[config.mk]
export PLATFORM = sky130hd
export DESIGN_NAME = maze_dfs_path_finder
export DESIGN_NICKNAME = d
export VERILOG_FILES = /design/src/rtl/mdfs_pkg.sv /design/src/rtl/mdfs_ram.sv /design/src/rtl/mdfs_dp.sv /design/src/rtl/mdfs_ctrl.sv /design/src/rtl/maze_dfs_path_finder.sv
export SDC_FILE = /design/constraint.sdc
export NUM_CORES = 2
export LEC_CHECK = 0
export BUFFER_PORTS_ARGS = -buffer_cell sky130_fd_sc_hd__buf_2
export CELL_PAD_IN_SITES_DETAIL_PLACEMENT = 1
export CELL_PAD_IN_SITES_GLOBAL_PLACEMENT = 2
export CORE_MARGIN = 3
export CORE_UTILIZATION = 48
export DETAILED_ROUTE_END_ITERATION = 8
export GPL_TIMING_DRIVEN = 0
export PLACE_DENSITY_LB_ADDON = 0.1
export RECOVER_POWER = 50
export SETUP_SLACK_MARGIN = 0.05
export SLEW_MARGIN = 20
export SYNTH_ARGS = -nofsm -noshare
export SYNTH_HDL_FRONTEND = slang
export SYNTH_HIERARCHICAL = 1
export SYNTH_SLANG_ARGS = --single-unit
[constraint.sdc]
create_clock -name clk_i -period 5.48 [get_ports clk_i]
set_input_delay 1.096 -clock clk_i [delete_from_list [all_inputs] [get_ports clk_i]]
set_output_delay 1.096 -clock clk_i [all_outputs]
set_load 0.01 [all_outputs]
[src/rtl/mdfs_pkg.sv]
`timescale 1ns / 1ps

package mdfs_pkg;

  localparam int unsigned GRID_SIDE = 8;
  localparam int unsigned COORD_W   = 3;
  localparam int unsigned POS_W     = 2 * COORD_W;
  localparam int unsigned CELLS     = 1 << POS_W;
  localparam int unsigned DEPTH_W   = POS_W + 1;
  localparam int unsigned DIR_W     = 3;
  localparam int unsigned KIND_W    = 2;
  localparam int unsigned ENTRY_W   = DIR_W + POS_W;

  localparam logic [DIR_W-1:0]   DIR_DONE = 3'd4;

  typedef enum logic [1:0] {
    KIND_OPEN   = 2'd0,
    KIND_WALL   = 2'd1,
    KIND_SOURCE = 2'd2,
    KIND_DEST   = 2'd3
  } kind_e;

  typedef enum logic [1:0] {
    DIR_DOWN  = 2'd0,
    DIR_UP    = 2'd1,
    DIR_RIGHT = 2'd2,
    DIR_LEFT  = 2'd3
  } dir_e;

  typedef struct packed {
    logic             ok;
    logic [POS_W-1:0] pos;
  } nbr_t;

  // controller to datapath
  typedef struct packed {
    logic load;
    logic init;
    logic advance;
    logic pop;
    logic pop_load;
    logic push;
    logic found;
    logic mark_step;
    logic mark_check;
    logic mark_write;
    logic emit;
    logic not_found;
  } cmd_t;

  // datapath to controller
  typedef struct packed {
    logic dir_done;
    logic depth_one;
    logic nb_ok;
    logic is_open;
    logic is_dest;
    logic mark_done;
    logic out_free;
    logic emit_last;
  } status_t;

  // neighbor of a cell, ok low when it falls off a grid of the given side
  function automatic nbr_t neighbour(input logic [POS_W-1:0] pos, input dir_e dir,
                                     input logic [COORD_W:0] side);
    logic [COORD_W-1:0] r;
    logic [COORD_W-1:0] c;
    logic [COORD_W:0]   r1;
    logic [COORD_W:0]   c1;
    nbr_t               n;
    r  = pos[POS_W-1:COORD_W];
    c  = pos[COORD_W-1:0];
    r1 = {1'b0, r} + 1'b1;
    c1 = {1'b0, c} + 1'b1;
    n.ok  = 1'b0;
    n.pos = pos;
    case (dir)
      DIR_DOWN: begin
        n.ok  = r1 < side;
        n.pos = {r1[COORD_W-1:0], c};
      end
      DIR_UP: begin
        n.ok  = r != '0;
        n.pos = {r - 1'b1, c};
      end
      DIR_RIGHT: begin
        n.ok  = c1 < side;
        n.pos = {r, c1[COORD_W-1:0]};
      end
      DIR_LEFT: begin
        n.ok  = c != '0;
        n.pos = {r, c - 1'b1};
      end
      default: begin
        n.ok  = 1'b0;
        n.pos = pos;
      end
    endcase
    return n;
  endfunction

endpackage

[src/rtl/mdfs_ram.sv]
`timescale 1ns / 1ps

module mdfs_ram #(
  parameter int unsigned WIDTH = mdfs_pkg::KIND_W,
  parameter int unsigned DEPTH = mdfs_pkg::CELLS
) (
  input  logic                     clk_i,
  input  logic                     we_i,
  input  logic [$clog2(DEPTH)-1:0] waddr_i,
  input  logic [WIDTH-1:0]         wdata_i,
  input  logic [$clog2(DEPTH)-1:0] raddr_i,
  output logic [WIDTH-1:0]         rdata_o
);

  logic [WIDTH-1:0] mem_q [DEPTH];
  logic [WIDTH-1:0] rdata_q;

  always_ff @(posedge clk_i) begin
    if (we_i) begin
      mem_q[waddr_i] <= wdata_i;
    end
    rdata_q <= mem_q[raddr_i];
  end

  assign rdata_o = rdata_q;

endmodule

[src/rtl/mdfs_dp.sv]
`timescale 1ns / 1ps

module mdfs_dp #(
  parameter int unsigned GRID_SIDE = mdfs_pkg::GRID_SIDE
) (
  input  logic                              clk_i,
  input  logic                              rst_ni,
  input  mdfs_pkg::cmd_t                    cmd_i,
  output mdfs_pkg::status_t                 status_o,
  input  logic [mdfs_pkg::COORD_W-1:0]      row_i,
  input  logic [mdfs_pkg::COORD_W-1:0]      col_i,
  input  logic [mdfs_pkg::KIND_W-1:0]       cell_kind_i,
  input  logic                              out_stall_i,
  output logic                              out_valid_o,
  output logic [mdfs_pkg::COORD_W-1:0]      path_row_o,
  output logic [mdfs_pkg::COORD_W-1:0]      path_col_o,
  output logic                              found_o,
  output logic                              last_o
);

  localparam int unsigned PW = mdfs_pkg::POS_W;
  localparam int unsigned DW = mdfs_pkg::DEPTH_W;
  localparam int unsigned CW = mdfs_pkg::COORD_W;
  localparam logic [CW:0] SIDE_LIM = (CW + 1)'(GRID_SIDE);

  logic [PW-1:0]                  top_pos_q, nb_q, prev_pos_q, src_q;
  logic [mdfs_pkg::DIR_W-1:0]     top_dir_q, mark_idx_q;
  logic [DW-1:0]                  depth_q, emit_idx_q;
  logic [1:0]                     dd_q;
  logic                           mark_q, mark_ok_q;
  logic [mdfs_pkg::CELLS-1:0]     on_path_q, exhausted_q;
  logic                           out_valid_q;
  logic [CW-1:0]                  out_row_q, out_col_q;
  logic                           out_found_q, out_last_q;

  mdfs_pkg::nbr_t                 step_nb, mark_nb;
  logic [PW-1:0]                  in_pos;
  logic                           in_ok;
  logic [DW-1:0]                  depth_m1, depth_m2, emit_p2;

  logic                           g_we;
  logic [PW-1:0]                  g_waddr, g_raddr;
  logic [mdfs_pkg::KIND_W-1:0]    g_wdata, g_rdata;

  logic                           s_we;
  logic [PW-1:0]                  s_waddr, s_raddr;
  logic [mdfs_pkg::ENTRY_W-1:0]   s_wdata, s_rdata;
  logic [PW-1:0]                  stack_pos;
  logic                           emit_last, emit_wall;
  logic [PW-1:0]                  emit_pos;

  assign step_nb  = mdfs_pkg::neighbour(top_pos_q, mdfs_pkg::dir_e'(top_dir_q[1:0]),
                                        SIDE_LIM);
  assign mark_nb  = mdfs_pkg::neighbour(prev_pos_q, mdfs_pkg::dir_e'(mark_idx_q[1:0]),
                                        SIDE_LIM);
  assign in_pos   = {row_i, col_i};
  assign in_ok    = ({1'b0, row_i} < SIDE_LIM) && ({1'b0, col_i} < SIDE_LIM);
  assign depth_m1 = depth_q - 1'b1;
  assign depth_m2 = depth_q - DW'(2);
  assign emit_p2  = emit_idx_q + DW'(2);

  assign stack_pos = s_rdata[PW-1:0];
  assign emit_last = emit_idx_q == depth_m1;
  assign emit_wall = emit_p2 < depth_q;
  assign emit_pos  = emit_last ? top_pos_q : stack_pos;

  // grid write port: cell load, wall marking, source reopen
  always_comb begin
    g_we    = 1'b0;
    g_waddr = in_pos;
    g_wdata = cell_kind_i;
    if (cmd_i.load) begin
      g_we = in_ok;
    end else if (cmd_i.mark_write) begin
      g_we    = mark_q;
      g_waddr = prev_pos_q;
      g_wdata = mdfs_pkg::KIND_WALL;
    end else if (cmd_i.emit) begin
      g_we    = emit_wall;
      g_waddr = stack_pos;
      g_wdata = mdfs_pkg::KIND_WALL;
    end else if (cmd_i.not_found) begin
      g_we    = 1'b1;
      g_waddr = src_q;
      g_wdata = mdfs_pkg::KIND_OPEN;
    end
  end

  assign g_raddr = cmd_i.mark_step ? mark_nb.pos : step_nb.pos;

  mdfs_ram #(
    .WIDTH (mdfs_pkg::KIND_W),
    .DEPTH (mdfs_pkg::CELLS)
  ) u_grid (
    .clk_i   (clk_i),
    .we_i    (g_we),
    .waddr_i (g_waddr),
    .wdata_i (g_wdata),
    .raddr_i (g_raddr),
    .rdata_o (g_rdata)
  );

  // stack holds every entry below the top, top lives in registers
  assign s_we    = cmd_i.push;
  assign s_waddr = depth_m1[PW-1:0];
  assign s_wdata = {top_dir_q, top_pos_q};
  assign s_raddr = cmd_i.pop ? depth_m2[PW-1:0] : emit_idx_q[PW-1:0];

  mdfs_ram #(
    .WIDTH (mdfs_pkg::ENTRY_W),
    .DEPTH (mdfs_pkg::CELLS)
  ) u_stack (
    .clk_i   (clk_i),
    .we_i    (s_we),
    .waddr_i (s_waddr),
    .wdata_i (s_wdata),
    .raddr_i (s_raddr),
    .rdata_o (s_rdata)
  );

  assign status_o.dir_done  = top_dir_q == mdfs_pkg::DIR_DONE;
  assign status_o.depth_one = depth_q == DW'(1);
  assign status_o.nb_ok     = step_nb.ok && !on_path_q[step_nb.pos];
  assign status_o.is_open   = (g_rdata == mdfs_pkg::KIND_OPEN) && !exhausted_q[nb_q];
  assign status_o.is_dest   = g_rdata == mdfs_pkg::KIND_DEST;
  assign status_o.mark_done = mark_idx_q == {1'b0, dd_q};
  assign status_o.out_free  = !out_valid_q;
  assign status_o.emit_last = emit_last;

  always_ff @(posedge clk_i or negedge rst_ni) begin
    if (!rst_ni) begin
      src_q       <= '0;
      depth_q     <= '0;
      on_path_q   <= '0;
      exhausted_q <= '0;
      out_valid_q <= 1'b0;
    end else begin
      if (cmd_i.load && in_ok && (cell_kind_i == mdfs_pkg::KIND_SOURCE)) begin
        src_q <= in_pos;
      end
      if (cmd_i.init) begin
        on_path_q   <= {{(mdfs_pkg::CELLS - 1){1'b0}}, 1'b1} << src_q;
        exhausted_q <= '0;
        depth_q     <= DW'(1);
      end
      if (cmd_i.pop) begin
        exhausted_q[top_pos_q] <= 1'b1;
        on_path_q[top_pos_q]   <= 1'b0;
        depth_q                <= depth_m1;
      end
      if (cmd_i.push) begin
        on_path_q[nb_q] <= 1'b1;
        depth_q         <= depth_q + 1'b1;
      end
      if (out_valid_q && !out_stall_i) begin
        out_valid_q <= 1'b0;
      end
      if (cmd_i.emit || cmd_i.not_found) begin
        out_valid_q <= 1'b1;
      end
    end
  end

  always_ff @(posedge clk_i) begin
    if (cmd_i.init) begin
      top_pos_q <= src_q;
      top_dir_q <= '0;
    end
    if (cmd_i.advance) begin
      top_dir_q <= top_dir_q + 1'b1;
      nb_q      <= step_nb.pos;
    end
    if (cmd_i.pop_load) begin
      top_pos_q <= stack_pos;
      top_dir_q <= s_rdata[mdfs_pkg::ENTRY_W-1:PW];
    end
    if (cmd_i.push) begin
      top_pos_q <= nb_q;
      top_dir_q <= '0;
    end
    if (cmd_i.found) begin
      // direction that reached the destination
      prev_pos_q <= top_pos_q;
      dd_q       <= top_dir_q[1:0] - 1'b1;
      mark_idx_q <= '0;
      mark_q     <= 1'b0;
    end
    if (cmd_i.mark_step) begin
      mark_ok_q  <= mark_nb.ok && !on_path_q[mark_nb.pos];
      mark_idx_q <= mark_idx_q + 1'b1;
    end
    if (cmd_i.mark_check && mark_ok_q && (g_rdata == mdfs_pkg::KIND_OPEN)) begin
      mark_q <= 1'b1;
    end
    if (cmd_i.mark_write) begin
      emit_idx_q <= '0;
    end
    if (cmd_i.emit) begin
      emit_idx_q  <= emit_idx_q + 1'b1;
      out_row_q   <= emit_pos[PW-1:CW];
      out_col_q   <= emit_pos[CW-1:0];
      out_found_q <= 1'b1;
      out_last_q  <= emit_last;
    end
    if (cmd_i.not_found) begin
      out_row_q   <= '0;
      out_col_q   <= '0;
      out_found_q <= 1'b0;
      out_last_q  <= 1'b1;
    end
  end

  assign out_valid_o = out_valid_q;
  assign path_row_o  = out_row_q;
  assign path_col_o  = out_col_q;
  assign found_o     = out_found_q;
  assign last_o      = out_last_q;

endmodule

[src/rtl/mdfs_ctrl.sv]
`timescale 1ns / 1ps

module mdfs_ctrl (
  input  logic              clk_i,
  input  logic              rst_ni,
  input  logic              in_valid_i,
  input  logic              last_cell_i,
  output logic              in_stall_o,
  input  mdfs_pkg::status_t status_i,
  output mdfs_pkg::cmd_t    cmd_o
);

  typedef enum logic [3:0] {
    ST_IDLE,
    ST_INIT,
    ST_STEP,
    ST_POP,
    ST_CHECK,
    ST_MARK_ISSUE,
    ST_MARK_CHECK,
    ST_MARK_WRITE,
    ST_EMIT_READ,
    ST_EMIT_LOAD,
    ST_NOT_FOUND
  } state_e;

  state_e state_q, state_d;
  logic   stall_q;

  always_comb begin
    state_d = state_q;
    cmd_o   = '0;
    case (state_q)
      ST_IDLE: begin
        if (in_valid_i) begin
          cmd_o.load = 1'b1;
          if (last_cell_i) begin
            state_d = ST_INIT;
          end
        end
      end
      ST_INIT: begin
        cmd_o.init = 1'b1;
        state_d    = ST_STEP;
      end
      ST_STEP: begin
        if (status_i.dir_done) begin
          cmd_o.pop = 1'b1;
          state_d   = status_i.depth_one ? ST_NOT_FOUND : ST_POP;
        end else begin
          cmd_o.advance = 1'b1;
          if (status_i.nb_ok) begin
            state_d = ST_CHECK;
          end
        end
      end
      ST_POP: begin
        cmd_o.pop_load = 1'b1;
        state_d        = ST_STEP;
      end
      ST_CHECK: begin
        if (status_i.is_dest) begin
          cmd_o.push  = 1'b1;
          cmd_o.found = 1'b1;
          state_d     = ST_MARK_ISSUE;
        end else begin
          cmd_o.push = status_i.is_open;
          state_d    = ST_STEP;
        end
      end
      ST_MARK_ISSUE: begin
        if (status_i.mark_done) begin
          state_d = ST_MARK_WRITE;
        end else begin
          cmd_o.mark_step = 1'b1;
          state_d         = ST_MARK_CHECK;
        end
      end
      ST_MARK_CHECK: begin
        cmd_o.mark_check = 1'b1;
        state_d          = ST_MARK_ISSUE;
      end
      ST_MARK_WRITE: begin
        cmd_o.mark_write = 1'b1;
        state_d          = ST_EMIT_READ;
      end
      ST_EMIT_READ: begin
        if (status_i.out_free) begin
          state_d = ST_EMIT_LOAD;
        end
      end
      ST_EMIT_LOAD: begin
        cmd_o.emit = 1'b1;
        state_d    = status_i.emit_last ? ST_IDLE : ST_EMIT_READ;
      end
      ST_NOT_FOUND: begin
        if (status_i.out_free) begin
          cmd_o.not_found = 1'b1;
          state_d         = ST_IDLE;
        end
      end
      default: begin
        state_d = ST_IDLE;
      end
    endcase
  end

  always_ff @(posedge clk_i or negedge rst_ni) begin
    if (!rst_ni) begin
      state_q <= ST_IDLE;
      stall_q <= 1'b0;
    end else begin
      state_q <= state_d;
      stall_q <= state_d != ST_IDLE;
    end
  end

  assign in_stall_o = stall_q;

endmodule

[src/rtl/maze_dfs_path_finder.sv]
`timescale 1ns / 1ps
// sequence: each cell transfer loads its cell; the last cell starts the search with a setup state,
//   then a step per neighbor, plus a check state for a neighbor inside the grid and off the
//   path, and a step and a pop state per backtrack; a hit then runs the wall marking and an emit
//   read and load per path result, a miss sends its single result; results wait while the output stalls
// throughput: one cell per cycle while loading; input stalls from the last cell to the final result
// reset: asynchronous active low; clears control, source position and path flags, not the grid
module maze_dfs_path_finder #(
  parameter int unsigned GRID_SIDE = mdfs_pkg::GRID_SIDE
) (
  input  logic                          clk_i,
  input  logic                          rst_ni,
  input  logic                          in_valid_i,
  output logic                          in_stall_o,
  input  logic [mdfs_pkg::COORD_W-1:0]  row_i,
  input  logic [mdfs_pkg::COORD_W-1:0]  col_i,
  input  logic [mdfs_pkg::KIND_W-1:0]   cell_kind_i,
  input  logic                          last_cell_i,
  output logic                          out_valid_o,
  input  logic                          out_stall_i,
  output logic [mdfs_pkg::COORD_W-1:0]  path_row_o,
  output logic [mdfs_pkg::COORD_W-1:0]  path_col_o,
  output logic                          found_o,
  output logic                          last_o
);

  // commands from the sequencer, status back from the datapath
  mdfs_pkg::cmd_t    cmd;
  mdfs_pkg::status_t status;

  // sequencer: load, search, backtrack, mark and emit phases
  mdfs_ctrl u_ctrl (
    .clk_i       (clk_i),
    .rst_ni      (rst_ni),
    .in_valid_i  (in_valid_i),
    .last_cell_i (last_cell_i),
    .in_stall_o  (in_stall_o),
    .status_i    (status),
    .cmd_o       (cmd)
  );

  // datapath: grid ram, position stack ram, path flags and the result register
  // the result register frees the input side once the final transfer is queued
  mdfs_dp #(
    .GRID_SIDE (GRID_SIDE)
  ) u_dp (
    .clk_i       (clk_i),
    .rst_ni      (rst_ni),
    .cmd_i       (cmd),
    .status_o    (status),
    .row_i       (row_i),
    .col_i       (col_i),
    .cell_kind_i (cell_kind_i),
    .out_stall_i (out_stall_i),
    .out_valid_o (out_valid_o),
    .path_row_o  (path_row_o),
    .path_col_o  (path_col_o),
    .found_o     (found_o),
    .last_o      (last_o)
  );

endmodule

* After elaboration in Yosys (flattened, before gate mapping)
Memories as Yosys holds them, arrays and structs flattened. A register that Yosys moved wholly into a read port is not among the register bits.
Index checks and enable logic that the tools add are counted.
** Word-level totals
- Input port bits :: 13
- Memories :: 2
- Bits in writable memories :: 704
- Flip-flop bits (word level) :: 190
** Cells by class
- $lt $le $gt $ge :: 11
- Shift-type cells :: 1
- Muxes and demuxes :: 79
- $add $sub $neg :: 16
- Reductions and logical operators :: 30
- Equal/unequal tests :: 22
- Bitwise gates (word level) :: 4
** Memory list
- u_dp.u_stack.mem_q :: depth 64, width 9, rd ports 1, clocked after Yosys merged registers in 1, write ports 1, RTL line mdfs_ram.sv:15 : logic [WIDTH-1:0] mem_q [DEPTH];
- u_dp.u_grid.mem_q :: depth 64, width 2, rd ports 1, clocked after Yosys merged registers in 1, write ports 1, RTL line mdfs_ram.sv:15
** Operators by type and width (number)
- 64-bit two-way mux :: 5
- 64-bit OR :: 2
- 64-bit bitwise AND :: 1
- 64-bit NOT :: 1
- 1-bit by 6-bit left shift with 64-bit output (first input constant) :: 1
- 6-bit two-way mux :: 10
- 7-bit case mux with 4 select lines :: 2
- 4-bit case mux with 10 select lines :: 1
- 7-bit two-way mux :: 5
- 4-bit two-way mux :: 8
- 1-bit two-way mux :: 31
- 6-bit by 7-bit less-than comparator with 1-bit output (second input constant) :: 4
- 3-bit nonzero test :: 7
- 1-bit binary-select mux with 6-bit select :: 3
- 3-bit two-way mux :: 6
- 3-bit by 1-bit adder with 4-bit output (second input constant) :: 4
- 4-bit by 3-bit equality test with 1-bit output (second input constant) :: 4
- 4-bit less-than comparator (second input constant) :: 4
- 7-bit by 1-bit adder with 7-bit output (second input constant) :: 2
- 1-bit demux with 6-bit select :: 2
- 2-bit equality test (second input constant) :: 6
- 4-bit equality test (second input constant) :: 3
- 6-bit by 1-bit >= comparator with 1-bit output (second input constant) :: 2
- 2-bit two-way mux :: 6
- other kinds (22) :: 43

* Longest topological paths before layout
- Depth in word-level cells :: 11
- Gate-level depth with buffers :: 17
- Depth with buffers taken out :: 13

* By module
The synthesis kept the hierarchy.
** Modules (own cells, without submodules)
- mdfs_ram (u_dp.u_stack) :: seq. area each 17476.8 um^2, area an instance 22594.2 um^2, cells an instance 1020, times used 1
- mdfs_dp :: seq. area each 4724.5 um^2, area an instance 11551.1 um^2, cells an instance 1211, times used 1
- mdfs_ram (u_dp.u_grid) :: seq. area each 3883.7 um^2, area an instance 5397.7 um^2, cells an instance 324, times used 1
- mdfs_ctrl :: seq. area each 125.1 um^2, area an instance 464.2 um^2, cells an instance 58, times used 1

* Worst setup path after synthesis
No wires, ideal clock.
- Kind :: input-to-reg
- From :: in in_valid_i
- To :: mem u_dp/u_grid/mem_q[0][0] in the netlist's numbering, data pin
- Slack :: 0.816 ns
- Required time :: 4.778 ns
- Arrival time :: 3.962 ns
- Path buffers :: 1
- Stages :: 3
- Cells stage by stage :: and3_1 > clkbuf_1 > o21ai_0
** Between the ends
- Cells in the longest elaborated chain, start to end :: 3
** RTL lines
- from (decl) :: RTL line maze_dfs_path_finder.sv:13 : input logic in_valid_i,
- 1-bit two-way mux :: RTL line mdfs_ctrl.sv:35 : if (in_valid_i) begin
- 1-bit two-way mux :: RTL line mdfs_ctrl.sv:33 : case (state_q)
- 2-bit two-way mux :: RTL line mdfs_dp.sv:72 : if (cmd_i.load) begin
- named net u_dp.g_wdata (one bit) :: RTL line mdfs_dp.sv:43 : logic [mdfs_pkg::KIND_W-1:0] g_wdata, g_rdata;
- to (decl) :: RTL line mdfs_ram.sv:15
The timed path passes the listed nets, and every way through them passes these cells.

==> impl_metrics.toml <==
[outcome]
status = "complete, but fails checks"
violations = "max-capacitance violations, max-slew violations"

[clocking]
cts.sinks = 905
cts_root_buf = "clkbuf_16"
clock_latency_ps = 670
h-tree-depth = 3
postCtsHoldBufs = 0
cts_tree = "yes"
clk_pin_slew_ps = 50
cts-buffers-inserted = 96
cts_buffer_depth = 3

[grt]
antenna_found_initial = 1
grt_overflow = 0
globalRoute.busiestLayer = "met2"
grt_pass1_vias = 25513
met2_usage = 0.465
gr-usage-all-layers = 0.277
grt_max_degree = 77
met1_usage = 0.382
groute.layer.met3.usage = 0.0328
grt_pass1_wl_mm = 176

[floorplanning]
boundaryPins = 23
die_x_um = 295
fp.dieH_um = 295
dieArea_um2 = 86800
fp.coreArea_um2 = 82400
initial_core_util = 0.486
rows = 105

[critical_path]
crit_path_end_kind = "register"
r2r_end = "u_dp/u_stack/mem_q[57][4]"
worst_r2r_startpoint = "u_dp/nb_q[1]"
r2r_slack_ps = 40
path_class = "reg -> reg"
startpoint_type = "register"
r2r_cells = 8
worst-path-max-fanout = 10
worstPathRequired_ps = 5740
cp.arrival_ps = 5700

[sta]
clock_skew_ps = 47.3
fin_setup_tns_ps = 0
min_period_ps = 5440
slew_violations = 220
setup_violations = 0
relSlewSlack = -1.95
finalHoldViolCount = 0
post-route-period-util = 0.993
maxClockFrequency_mhz = 184
worst_slew_pin_slew_ps = 4420
rsz0062_at_grt = "yes"

[layout]
layout-drive-gt1-share = 0.171
layout_commonest_cell = "edfxtp_1"
area_growth_pct = 12.4
finalNetCount = 2806
stdcell_count = 3907
mostFrequentLayoutCells = "735 x edfxtp_1, 241 x nor2_1, 184 x mux4_2"

[synth]
synthesis.area_um2 = 40000
synth_warnings = 6
syn_avg_cell_area_um2 = 15.3
yosysTopAreaCellShare = 0.552
synthFlopType = "edfxtp_1"
synth_edf_count = 735
ys_top_cells_by_area = "edfxtp_1 55%, mux4_2 10%, dfrtp_1 9.2%"
yosysUniqueCellTypes = 89
synthCells = 2613
syn-num-nets = 2663
ys_seq_area_frac = 0.655
synthArstFlopShare = 0.162
ys_ff_latch = 905
synth.largest_area_cell = "edfxtp_1"

[routing]
drc = 0
firstDrtPassIters = 5
dr_total_vias = 24383
drt-total-wl_mm = 119
viasPerCell = 6.24
wl_per_cell_um = 30.4
drtAntennaViolNets = 0
detailedRoute.firstIterationViolations = 2417

[placement]
dp_hpwl_mm = 84.6
gp_congestion = 0.924
placedCellCount = 3728
io_buffers = 22

[power]
max-vdd-ir-drop_mv = 0.326
power_uw = 22500
total_leakage_power_uw = 0.0159
p_per_area_nw_per_um2 = 500

[min_path]
hold-path-cell-count = 1
min_path_type = "reg -> reg"
hold-path-endpoint = "u_dp/exhausted_q[17]"
hp-start = "u_dp/exhausted_q[17]"

[job]
cap_violations = 6
==> critical path: stages, from the launching register on <==
cell and delay [ps]:
edfxtp_1 510, buf_1 590, mux4_2 580, mux2i_1 300, o221ai_1 200, nor4_2 550
o211a_1 500, nand3_1 710, nor2_1 1090
==> flip-flops by register name, summed over array words and instances (netlist names), 3 cells and up <==
register and flops:
u_dp/top_pos_q 6, u_dp/emit_idx_q 7, u_dp/depth_q 7, u_dp/src_q 6, u_dp/nb_q 6, u_dp/u_grid/mem_q 128, u_dp/u_stack/mem_q 576, u_dp/path_row_o 3
u_dp/mark_idx_q 3, u_dp/path_col_o 3, u_dp/top_dir_q 3, u_dp/exhausted_q 64, u_dp/prev_pos_q 6, u_dp/u_stack/rdata_o 9, u_dp/on_path_q 64, u_ctrl/state_q 4
==> what timing repair did <==
item / 4_1_cts / 5_1_grt
gates resized for setup: 36 / 29
setup endpoints to repair: 510 / 394
setup buffers: 1 / 0
==> how the worst max path moves through the flow <==
stage	start	endpoint	slack, ps	cells past startpoint
final	u_dp/nb_q[1]	u_dp/u_stack/mem_q[57][4]	40	8
after global routing	u_dp/nb_q[0]	u_dp/u_stack/mem_q[34][6]	-7	9
after detailed placement	u_dp/top_dir_q[0]	u_dp/u_stack/rdata_o[0]	-520	15
after global placement	u_dp/top_dir_q[0]	u_dp/u_stack/rdata_o[3]	-1990	15
after CTS	u_dp/top_dir_q[1]	u_dp/u_stack/rdata_o[1]	50	16
after floorplan	in_valid_i	u_dp/u_grid/mem_q[0][0]	820	3
==> power by group <==
part           internal (uW)  leakage [uW]  switching (uW)
clock network           3780       0.00155            2730
registers               8490       0.00886             513
logic                   2310       0.00552            4660
==> cell type report <==
| cell class | instances | area, um2 |
|---|---|---|
| Fill cell | 7733 | 37400 |
| Tap cell | 1070 | 1340 |
| Timing Repair Buffer | 46 | 273 |
| Clock buffer | 133 | 2680 |
| Antenna cell | 1 | 2.50 |
| Multi-Input combinational cell | 1490 | 12900 |
| Inverter | 54 | 203 |
| Buffer | 163 | 875 |
| Sequential cell | 905 | 26200 |
| Clock inverter | 45 | 512 |
==> metal layers <==
metal | share of wire | wire [um]
met4 | 0.032 | 3840
met5 | 0 | 0
met2 | 0.49 | 58600
met1 | 0.42 | 49700
met3 | 0.056 | 6680
==> cells in the mapped netlist, drive strengths merged, types with 9 or more instances <==
cell,count
nand3b,11
nand2,97
nand3,44
dfrtp,147
inv,52
nor2,276
clkbuf,102
nor2b,48
edfxtp,735
o21ai,52
a221oi,9
xnor2,19
a21oi,87
o221ai,9
and3,41
o211ai,14
o21a,9
a211oi,14
a21o,60
o22ai,79
ha,37
xor2,11
dfxtp,23
mux2i,129
and2,23
buf,62
nand4,10
a22oi,56
nand2b,23
mux4,192
mux2,16
nor3,19
a2111oi,9
==> cells by family after synthesis <==
logic type | Yosys count | share of synthesized area
multiplexers | 337 | 0.146
AO/OA/AOI/OAI | 459 | 0.0790
adder cells (fa/ha/maj) | 37 | 0.0116
XOR/XNOR | 30 | 0.00722
buffers and inverters | 218 | 0.0270
flip-flops | 905 | 0.655
AND/OR/NAND/NOR | 627 | 0.0744
==> stage by stage <==
stage	util	hold slack (ps)	area (um2)	setup WS [ps]
finish	0.546	478	45000	39.1
global route	0.546	492	45000	-6.91
CTS	0.549	433	45200	54.4
detailed placement	0.509	469	41900	-517
global placement	0.503	446	41500	-1990
floorplan	-	431	40000	816
Power figures use the tool's default switching activity.
